[config.mk]
export PLATFORM = sky130hd
export DESIGN_NAME = wav_pcm_stream_parser_top
export DESIGN_NICKNAME = d
export VERILOG_FILES = /design/src/wpp_pkg.sv /design/src/wpp_in_queue.sv /design/src/wpp_parser.sv /design/src/wpp_out_queue.sv /design/src/wav_pcm_stream_parser_top.sv
export SDC_FILE = /design/constraint.sdc
export NUM_CORES = 1
export LEC_CHECK = 0
export BUFFER_PORTS_ARGS = -buffer_cell sky130_fd_sc_hd__buf_2
export CAP_MARGIN = 20
export CORE_ASPECT_RATIO = 0.8
export CORE_MARGIN = 2
export CORE_UTILIZATION = 48
export CTS_CLUSTER_SIZE = 16
export DETAILED_ROUTE_END_ITERATION = 7
export PLACE_DENSITY = 0.7
export SLEW_MARGIN = 20
export SYNTH_ARGS = -nofsm -noshare
export SYNTH_HDL_FRONTEND = slang
export SYNTH_SLANG_ARGS = --single-unit
[constraint.sdc]
create_clock -name clk -period 8.3 [get_ports clk]
set_input_delay 0.415 -clock clk [delete_from_list [all_inputs] [get_ports clk]]
set_output_delay 0.415 -clock clk [all_outputs]
set_load 0.01 [all_outputs]
[src/wpp_pkg.sv]
package wpp_pkg;

	localparam logic [31:0] TAG_RIFF = 32'h5249_4646;
	localparam logic [31:0] TAG_WAVE = 32'h5741_5645;
	localparam logic [31:0] TAG_FMT  = 32'h666D_7420;
	localparam logic [31:0] TAG_DATA = 32'h6461_7461;

	localparam int unsigned FMT_BYTES   = 16;
	localparam int unsigned FMT_IDX_W   = $clog2(FMT_BYTES);
	localparam int unsigned HDR_BYTES   = 8;
	localparam int unsigned HDR_CNT_W   = $clog2(HDR_BYTES);
	localparam int unsigned RIFF_LEN    = 12;

	localparam logic [17:0] RATE_RESET  = 18'd44100;

	typedef enum logic {
		CFG_FILE_LENGTH   = 1'b0,
		CFG_REQUIRED_RATE = 1'b1
	} cfg_index_t;

	typedef enum logic [2:0] {
		PH_RIFF,
		PH_HDR,
		PH_FMT,
		PH_SKIP,
		PH_DATA,
		PH_STOP
	} phase_t;

	typedef enum logic {
		KIND_FRAME = 1'b0,
		KIND_ERROR = 1'b1
	} kind_t;

	typedef enum logic [2:0] {
		ERR_BAD_RIFF    = 3'd0,
		ERR_PAST_END    = 3'd1,
		ERR_FMT_SHORT   = 3'd2,
		ERR_NO_CHUNK    = 3'd3,
		ERR_UNSUPPORTED = 3'd4,
		ERR_DATA_SIZE   = 3'd5,
		ERR_DATA_FIRST  = 3'd6
	} err_code_t;

	typedef struct packed {
		logic [7:0] byte_value;
		logic       file_start;
	} in_item_t;

	typedef struct packed {
		kind_t            kind;
		logic signed [15:0] sample;
		logic             last;
		err_code_t        code;
	} res_item_t;

	typedef struct packed {
		logic [31:0] file_length;
		logic [17:0] required_rate;
	} cfg_t;

endpackage

[src/wpp_in_queue.sv]
module wpp_in_queue import wpp_pkg::*; (
	input  logic     clk,
	input  logic     arst_n,
	input  logic     push,
	input  in_item_t push_item,
	output logic     full,
	input  logic     pop,
	output logic     valid,
	output in_item_t head
);

	in_item_t    mem_q [2];
	logic        wr_ptr_q;
	logic        rd_ptr_q;
	logic [1:0]  count_q;
	logic        do_push;
	logic        do_pop;

	assign full    = (count_q == 2'd2);
	assign valid   = (count_q != 2'd0);
	assign head    = mem_q[rd_ptr_q];
	assign do_push = push && !full;
	assign do_pop  = pop && valid;

	always_ff @(posedge clk or negedge arst_n) begin
		if (!arst_n) begin
			wr_ptr_q <= 1'b0;
			rd_ptr_q <= 1'b0;
			count_q  <= 2'd0;
		end else begin
			if (do_push)
				wr_ptr_q <= ~wr_ptr_q;
			if (do_pop)
				rd_ptr_q <= ~rd_ptr_q;
			if (do_push && !do_pop)
				count_q <= count_q + 2'd1;
			else if (do_pop && !do_push)
				count_q <= count_q - 2'd1;
		end
	end

	always_ff @(posedge clk) begin
		if (do_push)
			mem_q[wr_ptr_q] <= push_item;
	end

endmodule

[src/wpp_parser.sv]
module wpp_parser import wpp_pkg::*; (
	input  logic      clk,
	input  logic      arst_n,
	input  cfg_t      cfg,
	input  logic      in_valid,
	input  in_item_t  in_item,
	output logic      in_pop,
	input  logic      out_room,
	output logic      res_valid,
	output res_item_t res
);

	phase_t                 phase_q, phase_d;
	logic [31:0]            pos_q, pos_d;
	logic [63:0]            shift_q, shift_d;
	logic [HDR_CNT_W-1:0]   hcnt_q, hcnt_d;
	logic [FMT_IDX_W-1:0]   fcnt_q, fcnt_d;
	logic [32:0]            left_q, left_d;
	logic                   seen_q, seen_d;
	logic [7:0]             hold_q, hold_d;
	logic                   hold_v_q, hold_v_d;
	logic [7:0]             fmt_q [FMT_BYTES];

	phase_t      phase_e;
	logic [31:0] pos_e, pos_n;
	logic [63:0] shift_e, shift_n;
	logic        seen_e;
	logic [7:0]  b;
	logic [31:0] id, size;
	logic [32:0] span, left_dec, left_two;
	logic        end_bad, room_bad, fmt_ok;
	logic        emit;

	assign b      = in_item.byte_value;
	assign in_pop = in_valid && out_room;

	assign phase_e = in_item.file_start ? PH_RIFF : phase_q;
	assign pos_e   = in_item.file_start ? 32'd0 : pos_q;
	assign shift_e = in_item.file_start ? 64'd0 : shift_q;
	assign seen_e  = in_item.file_start ? 1'b0 : seen_q;
	assign pos_n   = pos_e + 32'd1;
	assign shift_n = {shift_e[55:0], b};

	assign id       = shift_n[63:32];
	assign size     = {shift_n[7:0], shift_n[15:8], shift_n[23:16], shift_n[31:24]};
	assign span     = {1'b0, size} + {32'd0, size[0]};
	assign end_bad  = ({2'b00, pos_n} + {1'b0, span}) > {2'b00, cfg.file_length};
	assign room_bad = ({1'b0, pos_n} + 33'd8) > {1'b0, cfg.file_length};
	assign left_dec = (left_q != 33'd0) ? left_q - 33'd1 : 33'd0;
	assign left_two = (left_q >= 33'd2) ? left_q - 33'd2 : 33'd0;

	assign fmt_ok = ({fmt_q[1], fmt_q[0]} == 16'd1) &&
			({fmt_q[3], fmt_q[2]} == 16'd1) &&
			({fmt_q[7], fmt_q[6], fmt_q[5], fmt_q[4]} == {14'd0, cfg.required_rate}) &&
			({fmt_q[11], fmt_q[10], fmt_q[9], fmt_q[8]} ==
				{13'd0, cfg.required_rate, 1'b0}) &&
			({fmt_q[13], fmt_q[12]} == 16'd2) &&
			({fmt_q[15], fmt_q[14]} == 16'd16);

	always_comb begin
		phase_d  = phase_q;
		pos_d    = pos_q;
		shift_d  = shift_q;
		hcnt_d   = hcnt_q;
		fcnt_d   = fcnt_q;
		left_d   = left_q;
		seen_d   = seen_q;
		hold_d   = hold_q;
		hold_v_d = hold_v_q;
		emit     = 1'b0;
		res      = '0;
		if (in_pop) begin
			phase_d = phase_e;
			pos_d   = pos_e;
			shift_d = shift_e;
			seen_d  = seen_e;
			unique case (phase_e)
				PH_RIFF: begin
					shift_d = shift_n;
					pos_d   = pos_n;
					if (pos_e == 32'd3 && shift_n[31:0] != TAG_RIFF) begin
						emit     = 1'b1;
						res.code = ERR_BAD_RIFF;
					end else if (pos_e >= 32'd11) begin
						if (shift_n[31:0] != TAG_WAVE ||
								cfg.file_length < 32'(RIFF_LEN)) begin
							emit     = 1'b1;
							res.code = ERR_BAD_RIFF;
						end else begin
							phase_d = PH_HDR;
							hcnt_d  = '0;
							shift_d = '0;
							if (room_bad) begin
								emit     = 1'b1;
								res.code = ERR_NO_CHUNK;
							end
						end
					end
				end
				PH_HDR: begin
					shift_d = shift_n;
					pos_d   = pos_n;
					hcnt_d  = hcnt_q + 1'b1;
					if (hcnt_q == HDR_CNT_W'(HDR_BYTES - 1)) begin
						if (end_bad) begin
							emit     = 1'b1;
							res.code = ERR_PAST_END;
						end else if (id == TAG_FMT) begin
							if (size < 32'(FMT_BYTES)) begin
								emit     = 1'b1;
								res.code = ERR_FMT_SHORT;
							end else begin
								phase_d = PH_FMT;
								left_d  = span;
								fcnt_d  = '0;
							end
						end else if (id == TAG_DATA) begin
							if (!seen_e) begin
								emit     = 1'b1;
								res.code = ERR_DATA_FIRST;
							end else if (!fmt_ok) begin
								emit     = 1'b1;
								res.code = ERR_UNSUPPORTED;
							end else if (size == 32'd0 || size[0]) begin
								emit     = 1'b1;
								res.code = ERR_DATA_SIZE;
							end else begin
								phase_d  = PH_DATA;
								left_d   = {1'b0, size};
								hold_v_d = 1'b0;
							end
						end else if (span == 33'd0) begin
							hcnt_d  = '0;
							shift_d = '0;
							if (room_bad) begin
								emit     = 1'b1;
								res.code = ERR_NO_CHUNK;
							end
						end else begin
							phase_d = PH_SKIP;
							left_d  = span;
						end
					end
				end
				PH_FMT: begin
					pos_d  = pos_n;
					fcnt_d = fcnt_q + 1'b1;
					left_d = left_dec;
					if (fcnt_q == FMT_IDX_W'(FMT_BYTES - 1)) begin
						seen_d = 1'b1;
						if (left_dec == 33'd0) begin
							phase_d = PH_HDR;
							hcnt_d  = '0;
							shift_d = '0;
							if (room_bad) begin
								emit     = 1'b1;
								res.code = ERR_NO_CHUNK;
							end
						end else begin
							phase_d = PH_SKIP;
						end
					end
				end
				PH_SKIP: begin
					pos_d  = pos_n;
					left_d = left_dec;
					if (left_dec == 33'd0) begin
						phase_d = PH_HDR;
						hcnt_d  = '0;
						shift_d = '0;
						if (room_bad) begin
							emit     = 1'b1;
							res.code = ERR_NO_CHUNK;
						end
					end
				end
				PH_DATA: begin
					pos_d = pos_n;
					if (!hold_v_q) begin
						hold_d   = b;
						hold_v_d = 1'b1;
					end else begin
						hold_v_d   = 1'b0;
						left_d     = left_two;
						emit       = 1'b1;
						res.kind   = KIND_FRAME;
						res.sample = {b, hold_q};
						res.last   = (left_two == 33'd0);
						if (left_two == 33'd0)
							phase_d = PH_STOP;
					end
				end
				PH_STOP: begin
				end
				default: begin
				end
			endcase
			if (emit && phase_e != PH_DATA)
				res.kind = KIND_ERROR;
			if (emit && res.kind == KIND_ERROR)
				phase_d = PH_STOP;
		end
	end

	assign res_valid = emit;

	always_ff @(posedge clk or negedge arst_n) begin
		if (!arst_n) begin
			phase_q  <= PH_RIFF;
			pos_q    <= '0;
			shift_q  <= '0;
			hcnt_q   <= '0;
			fcnt_q   <= '0;
			left_q   <= '0;
			seen_q   <= 1'b0;
			hold_q   <= '0;
			hold_v_q <= 1'b0;
		end else begin
			phase_q  <= phase_d;
			pos_q    <= pos_d;
			shift_q  <= shift_d;
			hcnt_q   <= hcnt_d;
			fcnt_q   <= fcnt_d;
			left_q   <= left_d;
			seen_q   <= seen_d;
			hold_q   <= hold_d;
			hold_v_q <= hold_v_d;
		end
	end

	always_ff @(posedge clk) begin
		if (in_pop && phase_e == PH_FMT)
			fmt_q[fcnt_q] <= b;
	end

endmodule

[src/wpp_out_queue.sv]
module wpp_out_queue import wpp_pkg::*; (
	input  logic      clk,
	input  logic      arst_n,
	input  logic      push,
	input  res_item_t push_item,
	output logic      room,
	input  logic      pop,
	output logic      empty,
	output res_item_t head
);

	res_item_t   mem_q [2];
	logic        wr_ptr_q;
	logic        rd_ptr_q;
	logic [1:0]  count_q;
	logic        do_push;
	logic        do_pop;

	assign room    = (count_q != 2'd2);
	assign empty   = (count_q == 2'd0);
	assign head    = mem_q[rd_ptr_q];
	assign do_push = push && room;
	assign do_pop  = pop && !empty;

	always_ff @(posedge clk or negedge arst_n) begin
		if (!arst_n) begin
			wr_ptr_q <= 1'b0;
			rd_ptr_q <= 1'b0;
			count_q  <= 2'd0;
		end else begin
			if (do_push)
				wr_ptr_q <= ~wr_ptr_q;
			if (do_pop)
				rd_ptr_q <= ~rd_ptr_q;
			if (do_push && !do_pop)
				count_q <= count_q + 2'd1;
			else if (do_pop && !do_push)
				count_q <= count_q - 2'd1;
		end
	end

	always_ff @(posedge clk) begin
		if (do_push)
			mem_q[wr_ptr_q] <= push_item;
	end

endmodule

[src/wav_pcm_stream_parser_top.sv]
// Streaming RIFF/WAVE parser for 16-bit mono PCM. Push one file byte per
// transaction, with file_start high on byte 0 of each file; the block takes
// one byte every cycle while the result queue is being drained. A byte goes
// through a two-entry input queue, the parser step (one byte per cycle while
// the result queue has room), and a two-entry result queue. The parser pops
// a byte and pushes its result into the result queue in the same cycle.
// Each data sample comes out as a frame with the sample on both
// channels and last_frame on the final one; a header or format problem gives
// one error report and the block ignores bytes until the next file_start.
// Write file_length and required_rate (reset 0 and 44100) only while idle.
module wav_pcm_stream_parser_top import wpp_pkg::*; (
	input  logic               clk,
	input  logic               arst_n,
	input  logic               push,
	output logic               full,
	input  logic [7:0]         byte_value,
	input  logic               file_start,
	output logic               empty,
	input  logic               pop,
	output logic               item_kind,
	output logic signed [15:0] left_sample,
	output logic signed [15:0] right_sample,
	output logic               last_frame,
	output logic [2:0]         error_code,
	input  logic               cfg_valid,
	output logic               cfg_ready,
	input  logic               cfg_index,
	input  logic [31:0]        cfg_data
);

	cfg_t      cfg_q;
	in_item_t  in_item;
	in_item_t  head;
	logic      head_valid;
	logic      head_pop;
	logic      out_room;
	logic      res_valid;
	res_item_t res;
	res_item_t out_head;

	assign cfg_ready = 1'b1;

	always_ff @(posedge clk or negedge arst_n) begin
		if (!arst_n) begin
			cfg_q.file_length   <= '0;
			cfg_q.required_rate <= RATE_RESET;
		end else if (cfg_valid) begin
			unique case (cfg_index_t'(cfg_index))
				CFG_FILE_LENGTH:   cfg_q.file_length   <= cfg_data;
				CFG_REQUIRED_RATE: cfg_q.required_rate <= cfg_data[17:0];
				default: begin
				end
			endcase
		end
	end

	assign in_item.byte_value = byte_value;
	assign in_item.file_start = file_start;

	wpp_in_queue u_front (
		.clk       (clk),
		.arst_n    (arst_n),
		.push      (push),
		.push_item (in_item),
		.full      (full),
		.pop       (head_pop),
		.valid     (head_valid),
		.head      (head)
	);

	wpp_parser u_parser (
		.clk       (clk),
		.arst_n    (arst_n),
		.cfg       (cfg_q),
		.in_valid  (head_valid),
		.in_item   (head),
		.in_pop    (head_pop),
		.out_room  (out_room),
		.res_valid (res_valid),
		.res       (res)
	);

	wpp_out_queue u_back (
		.clk       (clk),
		.arst_n    (arst_n),
		.push      (res_valid),
		.push_item (res),
		.room      (out_room),
		.pop       (pop),
		.empty     (empty),
		.head      (out_head)
	);

	assign item_kind    = out_head.kind;
	assign left_sample  = out_head.sample;
	assign right_sample = out_head.sample;
	assign last_frame   = out_head.last;
	assign error_code   = out_head.code;

endmodule

==> impl_metrics.yaml, run 1 <==
floorplanning:
  die-height_um: 207
  chipWidth_um: 258
  row_count: 74
  initial_core_util_pct: 48.5
  floorplan.die_area_um2: 53400
  core_area_um2: 51000
  top_level_ports: 87
synthesis:
  synthesis.instances: 2583
  synth_seq_cells: 387
  yosysMostFrequentCell: "nand2_1"
  synth_compound_gate_area_share_pct: 14.3
  fraction_of_synthesis_flops_using_an_asynchronous_set_or_reset_pin_pct: 51.4
  main_area_contributors_after_synthesis: "edfxtp_1, dfrtp_1, ha_1, xnor2_1, nand2_1"
  largest_family_of_logic_cells_by_synthesized_area: "simple AND/OR/NAND/NOR gates"
  synth_enable_flop_cells: 188
  synth_xor_area_share_pct: 7.07
  ys_warn_count: 0
  synth.top_cells.by_count: "nand2_1, dfrtp_1, edfxtp_1, nor2_1, xnor2_1"
  synthesis.area_per_instance_um2: 9.57
  yosysTopAreaCellShare_pct: 22.8
  synth_fa_ha_area_share_pct: 5.77
  muxShareOfSynthArea_pct: 3.14
  synth.largest_area_cell: "edfxtp_1"
  mappedNetlistNets: 2741
  dominant_register_cell_in_the_synthesized_netlist: "dfrtp_1"
  yosysSeqAreaShare_pct: 43.0
  synth.cell_area_um2: 24700
  synth.distinct_cells: 110
  yosys.area_share.simple_pct: 22.3
placement:
  dpl.cell_count: 3263
  place.detailed.hpwl_um: 61400
  placer_congestion_estimate: 1.02
  dpl_worst_slack_ps: 240
  port_buffers: 85
clock_tree:
  htreeDepth: 2
  cts_tree: "done"
  cts.clk_slew.worst_paths_ps: 60
  clock-sinks: 387
  cts_buffers: 42
  worstSkewPairLatency_ps: 610
  max-clock-path-buffers: 3
  root_buffer_selected_by_cts: "clkbuf_16"
setup_path:
  r2r_cells: 30
  critical_path.startpoint_type: "register"
  timing.critical_path.arrival_ps: 8090
  critPathMaxFanout: 16
  critical_path_sink_type: "register"
  max_stage_delay_ps: 540
  reg2reg_from: "u_front.rd_ptr_q$_DFFE_PN0P_"
  timing.critical_path.slowest_stage_cell: "mux2i_4"
  worstReg2RegEnd: "u_back.mem_q[0][13]$_DFFE_PP_"
  worst-r2r-setup-slack_ps: 490
  crit_type: "reg2reg"
  cp.required_ps: 8580
pwr:
  p_int_mw: 4.60
  share_comb_of_total_power_pct: 42.5
  power.density_nw_per_um2: 303
  power.share.switching_pct: 44.4
  leakagePower_nw: 11.1
  ir_drop_uv: 253
  sequentialPowerShare_pct: 34.6
  total_power_mw: 8.28
  clkPwrFrac_pct: 22.8
  switching_power_mw: 3.67
layout:
  syn2layout_area_growth_pct: 10.4
  nFillCells: 4566
  instances_no_fill: 3347
  num-nets-final: 2787
  number_of_antenna_cells_inserted: 0
  drive_above_1_share_pct: 13.3
global_route:
  grt_use_total_pct: 30.3
  grt_overflow: 0
  first_global_vias: 20234
  grt_first_pass_wirelength_um: 125000
  antenna_found_initial: 1
  maximum_number_of_pins_on_one_net_before_global_route_repair: 76
timing:
  final.setup.tns_ps: 0
  setup_violations: 0
  final.setup.worst_slack_ps: 490
  finalWorstPathRequiredPeriod_ps: 7810
  final-hold-violation-count: 0
  max_slew.worst_pin.slew_ps: 1080
  slew_headroom_pct: 27.1
  hold-worst-slack_ps: 23.2
  timing_max_transition_violations_final: 0
  grt_setup_unrepaired: "no"
  highest_achievable_clock_rate_ghz: 0.128
  final.period_utilization_pct: 94.1
  worst_clock_skew_ps: 42.6
hold_path:
  min_delay_worst_endpoint: "u_front.mem_q[1][0]$_DFFE_PP_"
  min_path_type: "in2reg"
  hold_path.startpoint: "file_start"
  hold_path_depth: 1
routing:
  detailroute.via_count: 21397
  drc: 0
  wl_per_cell_um: 24.6
  detailedRoute.firstPassIterationCount: 6
  starting_drt_drc_count: 2745
  drt_wl_total_um: 82400
  ant_nets: 0
  vias_per_cell: 6.39
status:
  status: "completed"
run:
  cap_violations: 0
-- worst max path at each step --
stage | startpoint | endpoint | depth (start not counted)
floorplan | u_front.rd_ptr_q$_DFFE_PN0P_ | u_back.mem_q[1][0]$_DFFE_PP_ | 36
global placement | u_front.rd_ptr_q$_DFFE_PN0P_ | u_back.mem_q[1][0]$_DFFE_PP_ | 29
detailed placement | u_front.rd_ptr_q$_DFFE_PN0P_ | u_back.mem_q[0][19]$_DFFE_PP_ | 29
CTS | u_front.rd_ptr_q$_DFFE_PN0P_ | u_back.mem_q[0][13]$_DFFE_PP_ | 29
global route | u_front.rd_ptr_q$_DFFE_PN0P_ | u_back.mem_q[1][13]$_DFFE_PP_ | 31
finish | u_front.rd_ptr_q$_DFFE_PN0P_ | u_back.mem_q[0][13]$_DFFE_PP_ | 30
-- layout by cell type, fill, tap and decap left out, types with 9 or more instances in the layout --
master | synthesis | final
a211oi_1 | 13 | 13
a21o_1 | 50 | 50
a21oi_1 | 111 | 110
a221oi_1 | 9 | 9
a22o_1 | 37 | 37
a31oi_1 | 22 | 22
and2_1 | 19 | 19
and3_1 | 46 | 46
and4_1 | 15 | 15
buf_2 | 25 | 84
buf_4 | 22 | 73
clkbuf_16 | 0 | 44
clkinv_2 | 0 | 11
dfrtp_1 | 193 | 193
edfxtp_1 | 188 | 188
ha_1 | 110 | 110
inv_1 | 86 | 86
mux2_2 | 46 | 46
mux2i_1 | 17 | 17
nand2_1 | 304 | 304
nand2b_1 | 14 | 14
nand3_1 | 76 | 76
nand4_1 | 82 | 82
nor2_1 | 168 | 166
nor2b_1 | 12 | 11
nor3_1 | 82 | 81
nor4_1 | 104 | 104
nor4b_1 | 15 | 15
o211ai_1 | 15 | 15
o21a_1 | 10 | 10
o21ai_0 | 112 | 111
o21ai_1 | 42 | 41
o22ai_1 | 20 | 20
o31ai_1 | 10 | 10
or3_1 | 27 | 27
or4_1 | 10 | 10
xnor2_1 | 140 | 140
xor2_1 | 52 | 52
-- layer usage --
layer	global-route usage (%)	up-vias	wire length (um)
met4	8.49	2	2360
met5	0	-	13
li1	-	9630	-
met3	6.40	155	8340
met1	46.0	10515	37200
met2	43.4	1095	34500
-- kinds of logic (layout without fill, tap and decap cells) --
kind of cell,after synthesis,in the layout
compound gates,530,530
mux,69,69
flops,387,387
other cells,1,1
buf+inv,247,327
simple gates,1040,1040
xor+xnor,195,195
fa+ha+maj,114,114
-- registers in the layout (all words and copies together) (netlist names), 2 cells and up --
| register | flops |
|---|---|
| u_back.mem_q | 42 |
| u_parser.fmt_q | 128 |
| u_parser.shift_q | 56 |
| u_parser.left_q | 33 |
| u_front.count_q | 2 |
| u_parser.fcnt_q | 4 |
| u_parser.hold_q | 8 |
| u_parser.hcnt_q | 3 |
| u_parser.pos_q | 32 |
| u_back.count_q | 2 |
| cfg_q | 50 |
| u_parser.phase_q | 3 |
| u_front.mem_q | 18 |
-- metrics by stage --
step                instance area (um^2)  util [%]
global route                       27300      53.5
finish                             27300      53.5
CTS                                27200      53.4
floorplan                          24700         -
detailed placement                 25800      50.6
global placement                   25800      50.6
-- power groups by stage --
stage          combinational [mW]  sequential [mW]  clock [mW]
6_report                     3.52             2.87        1.89
5_1_grt                      3.78             2.90        1.99
4_1_cts                      3.42             2.84        1.92
3_5_place_dp                 3.40             2.87           0
3_3_place_gp                 3.37             2.86           0
2_1_floorplan                2.58             2.56           0
-- area by class of cell --
| class | count | area [um^2] | share of cell area (%) |
|---|---|---|---|
| timing repair buffer | 162 | 1040 | 3.81 |
| clock inverter | 24 | 203 | 0.742 |
| sequential | 387 | 10600 | 38.9 |
| inverter | 87 | 327 | 1.20 |
| tap | 684 | 856 | 3.13 |
| clock buffer | 54 | 1200 | 4.40 |
| multi-input combinational | 1949 | 13000 | 47.8 |
-- what timing repair did --
| action | CTS | global route |
|---|---|---|
| hold endpoints to repair | 50 | 0 |
| gates resized for setup | 0 | 3 |
| hold buffers | 2 | 0 |
| buffers inserted | 0 | 2 |
| endpoints found under the setup margin | 0 | 63 |
-- critical path, delay by kind of cell, from the launching register on --
kind,cells,cell delay [ps]
fa+ha+maj,3,750
buf+inv,2,310
simple gates,10,1990
mux,1,540
flops,1,400
compound gates,14,3490
(Power assumes the default switching activity.)
==> inputs of run 2 (changes only) <==
- HOLD_SLACK_MARGIN: default -> 0.05
==> impl_metrics.yaml, run 2 (synthesis results as in run 1) <==
floorplanning:
  row_count: 74
  top_level_ports: 87
  chipWidth_um: 258
  floorplan.die_area_um2: 53400
  core_area_um2: 51000
  initial_core_util_pct: 48.5
  die-height_um: 207
routing:
  drt_wl_total_um: 82800
  wl_per_cell_um: 24.6
  vias_per_cell: 6.39
  detailedRoute.firstPassIterationCount: 5
  ant_nets: 0
  detailroute.via_count: 21537
  starting_drt_drc_count: 2604
  drc: 0
setup_path:
  worstSetupStartpoint: "u_front.rd_ptr_q$_DFFE_PN0P_"
  worstReg2RegEnd: "u_back.mem_q[0][13]$_DFFE_PP_"
  reg2reg_from: "u_front.rd_ptr_q$_DFFE_PN0P_"
  cp.required_ps: 8580
  r2r_cells: 30
  timing.critical_path.arrival_ps: 8090
  critPathMaxFanout: 16
  critical_path.startpoint_type: "register"
  worst-r2r-setup-slack_ps: 490
  critical_path_sink_type: "register"
  crit_type: "reg2reg"
  timing.critical_path.slowest_stage_cell: "mux2i_4"
  max_stage_delay_ps: 550
clock_tree:
  max-clock-path-buffers: 3
  htreeDepth: 2
  worstSkewPairLatency_ps: 600
  root_buffer_selected_by_cts: "clkbuf_16"
  cts.clk_slew.worst_paths_ps: 60
  cts_buffers: 42
  cts_tree: "done"
  clock-sinks: 387
timing:
  finalWorstPathRequiredPeriod_ps: 7810
  final.setup.tns_ps: 0
  max_slew.worst_pin.slew_ps: 1140
  slew_headroom_pct: 23.1
  final.setup.worst_slack_ps: 490
  setup_violations: 0
  timing_max_transition_violations_final: 0
  final.period_utilization_pct: 94.1
  grt_setup_unrepaired: "no"
  final-hold-violation-count: 0
  worst_clock_skew_ps: 41.6
  highest_achievable_clock_rate_ghz: 0.128
layout:
  layout_common_cells: "nand2_1, dfrtp_1, edfxtp_1"
  num-nets-final: 2811
  largest_reg_flops: 128
  instances_no_fill: 3371
  reg_top3: "u_parser.fmt_q x128, u_parser.shift_q x56, cfg_q x50"
  drive_above_1_share_pct: 13.2
  nFillCells: 4537
  layout.area.seq_um2: 10600
  number_of_antenna_cells_inserted: 0
  most_common_library_cell_in_the_layout_ignoring_fill_and_taps: "nand2_1"
  multiInputGateArea_um2: 13000
  largest_register: "u_parser.fmt_q"
  syn2layout_area_growth_pct: 11.4
global_route:
  first_global_vias: 20396
  grt_use_total_pct: 30.4
  maximum_number_of_pins_on_one_net_before_global_route_repair: 76
  antenna_found_initial: 1
  grt_overflow: 0
  grt_first_pass_wirelength_um: 126000
placement:
  port_buffers: 85
  dpl_worst_slack_ps: 240
  dpl.cell_count: 3263
  placer_congestion_estimate: 1.02
  place.detailed.hpwl_um: 61400
hold_path:
  min_delay_worst_endpoint: "cfg_q[39]$_DFFE_PN0P_"
  min_path_type: "in2reg"
  hold_path_depth: 3
  hold_path.startpoint: "cfg_data[21]"
status:
  status: "completed"
pwr:
  leakagePower_nw: 11.2
  power.density_nw_per_um2: 301
  total_power_mw: 8.29
  ir_drop_uv: 252
run:
  cap_violations: 0
[run 2: worst max-delay path: cells and delay by family (launching register included)]
| family | cells | cell delay (ps) |
|---|---|---|
| buf+inv | 2 | 320 |
| mux | 1 | 550 |
| fa+ha+maj | 3 | 750 |
| compound gates | 14 | 3500 |
| simple gates | 10 | 1970 |
| flops | 1 | 410 |
[run 2: through the flow]
step / hold WS (ps) / utilization, % / instance area (um^2)
3_5_place_dp: 415 / 50.6 / 25800
4_1_cts: 53.1 / 53.8 / 27500
6_report: 72.2 / 54.0 / 27500
3_3_place_gp: 418 / 50.6 / 25800
5_1_grt: 71.8 / 54.0 / 27500
2_1_floorplan: 119 / - / 24700
[run 2: per-layer routing]
metal	global-route usage, %	wire length (um)
met3	6.33	7960
met1	46.0	37700
met2	43.7	34800
met5	0	13
met4	8.75	2340
[run 2: worst max path at each step]
stage / end / depth (start not counted)
after floorplan: u_back.mem_q[1][0]$_DFFE_PP_ / 36
after global placement: u_back.mem_q[1][0]$_DFFE_PP_ / 29
after detailed placement: u_back.mem_q[0][19]$_DFFE_PP_ / 29
after CTS: u_back.mem_q[0][13]$_DFFE_PP_ / 29
after global routing: u_back.mem_q[1][13]$_DFFE_PP_ / 31
final: u_back.mem_q[0][13]$_DFFE_PP_ / 30
[run 2: report_power, final]
part | internal, mW | switching [mW]
Clock | 1.05 | 0.843
Combinational | 1.19 | 2.34
Sequential | 2.37 | 0.492
[run 2: timing repair]
| item | CTS | global route |
|---|---|---|
| hold endpoints to repair | 84 | 0 |
| hold buffers | 26 | 0 |
| resized for setup | 0 | 3 |
| setup buffers | 0 | 2 |
| endpoints found under the setup margin | 0 | 63 |
[run 2: final cells by class]
| type | count | share of cell area (%) |
|---|---|---|
| inverter | 87 | 1.19 |
| clock buffer | 54 | 4.37 |
| clock inverter | 24 | 0.736 |
| timing repair buffer | 186 | 4.65 |
| sequential | 387 | 38.6 |
| tap | 684 | 3.11 |
| multi-input combinational | 1949 | 47.4 |
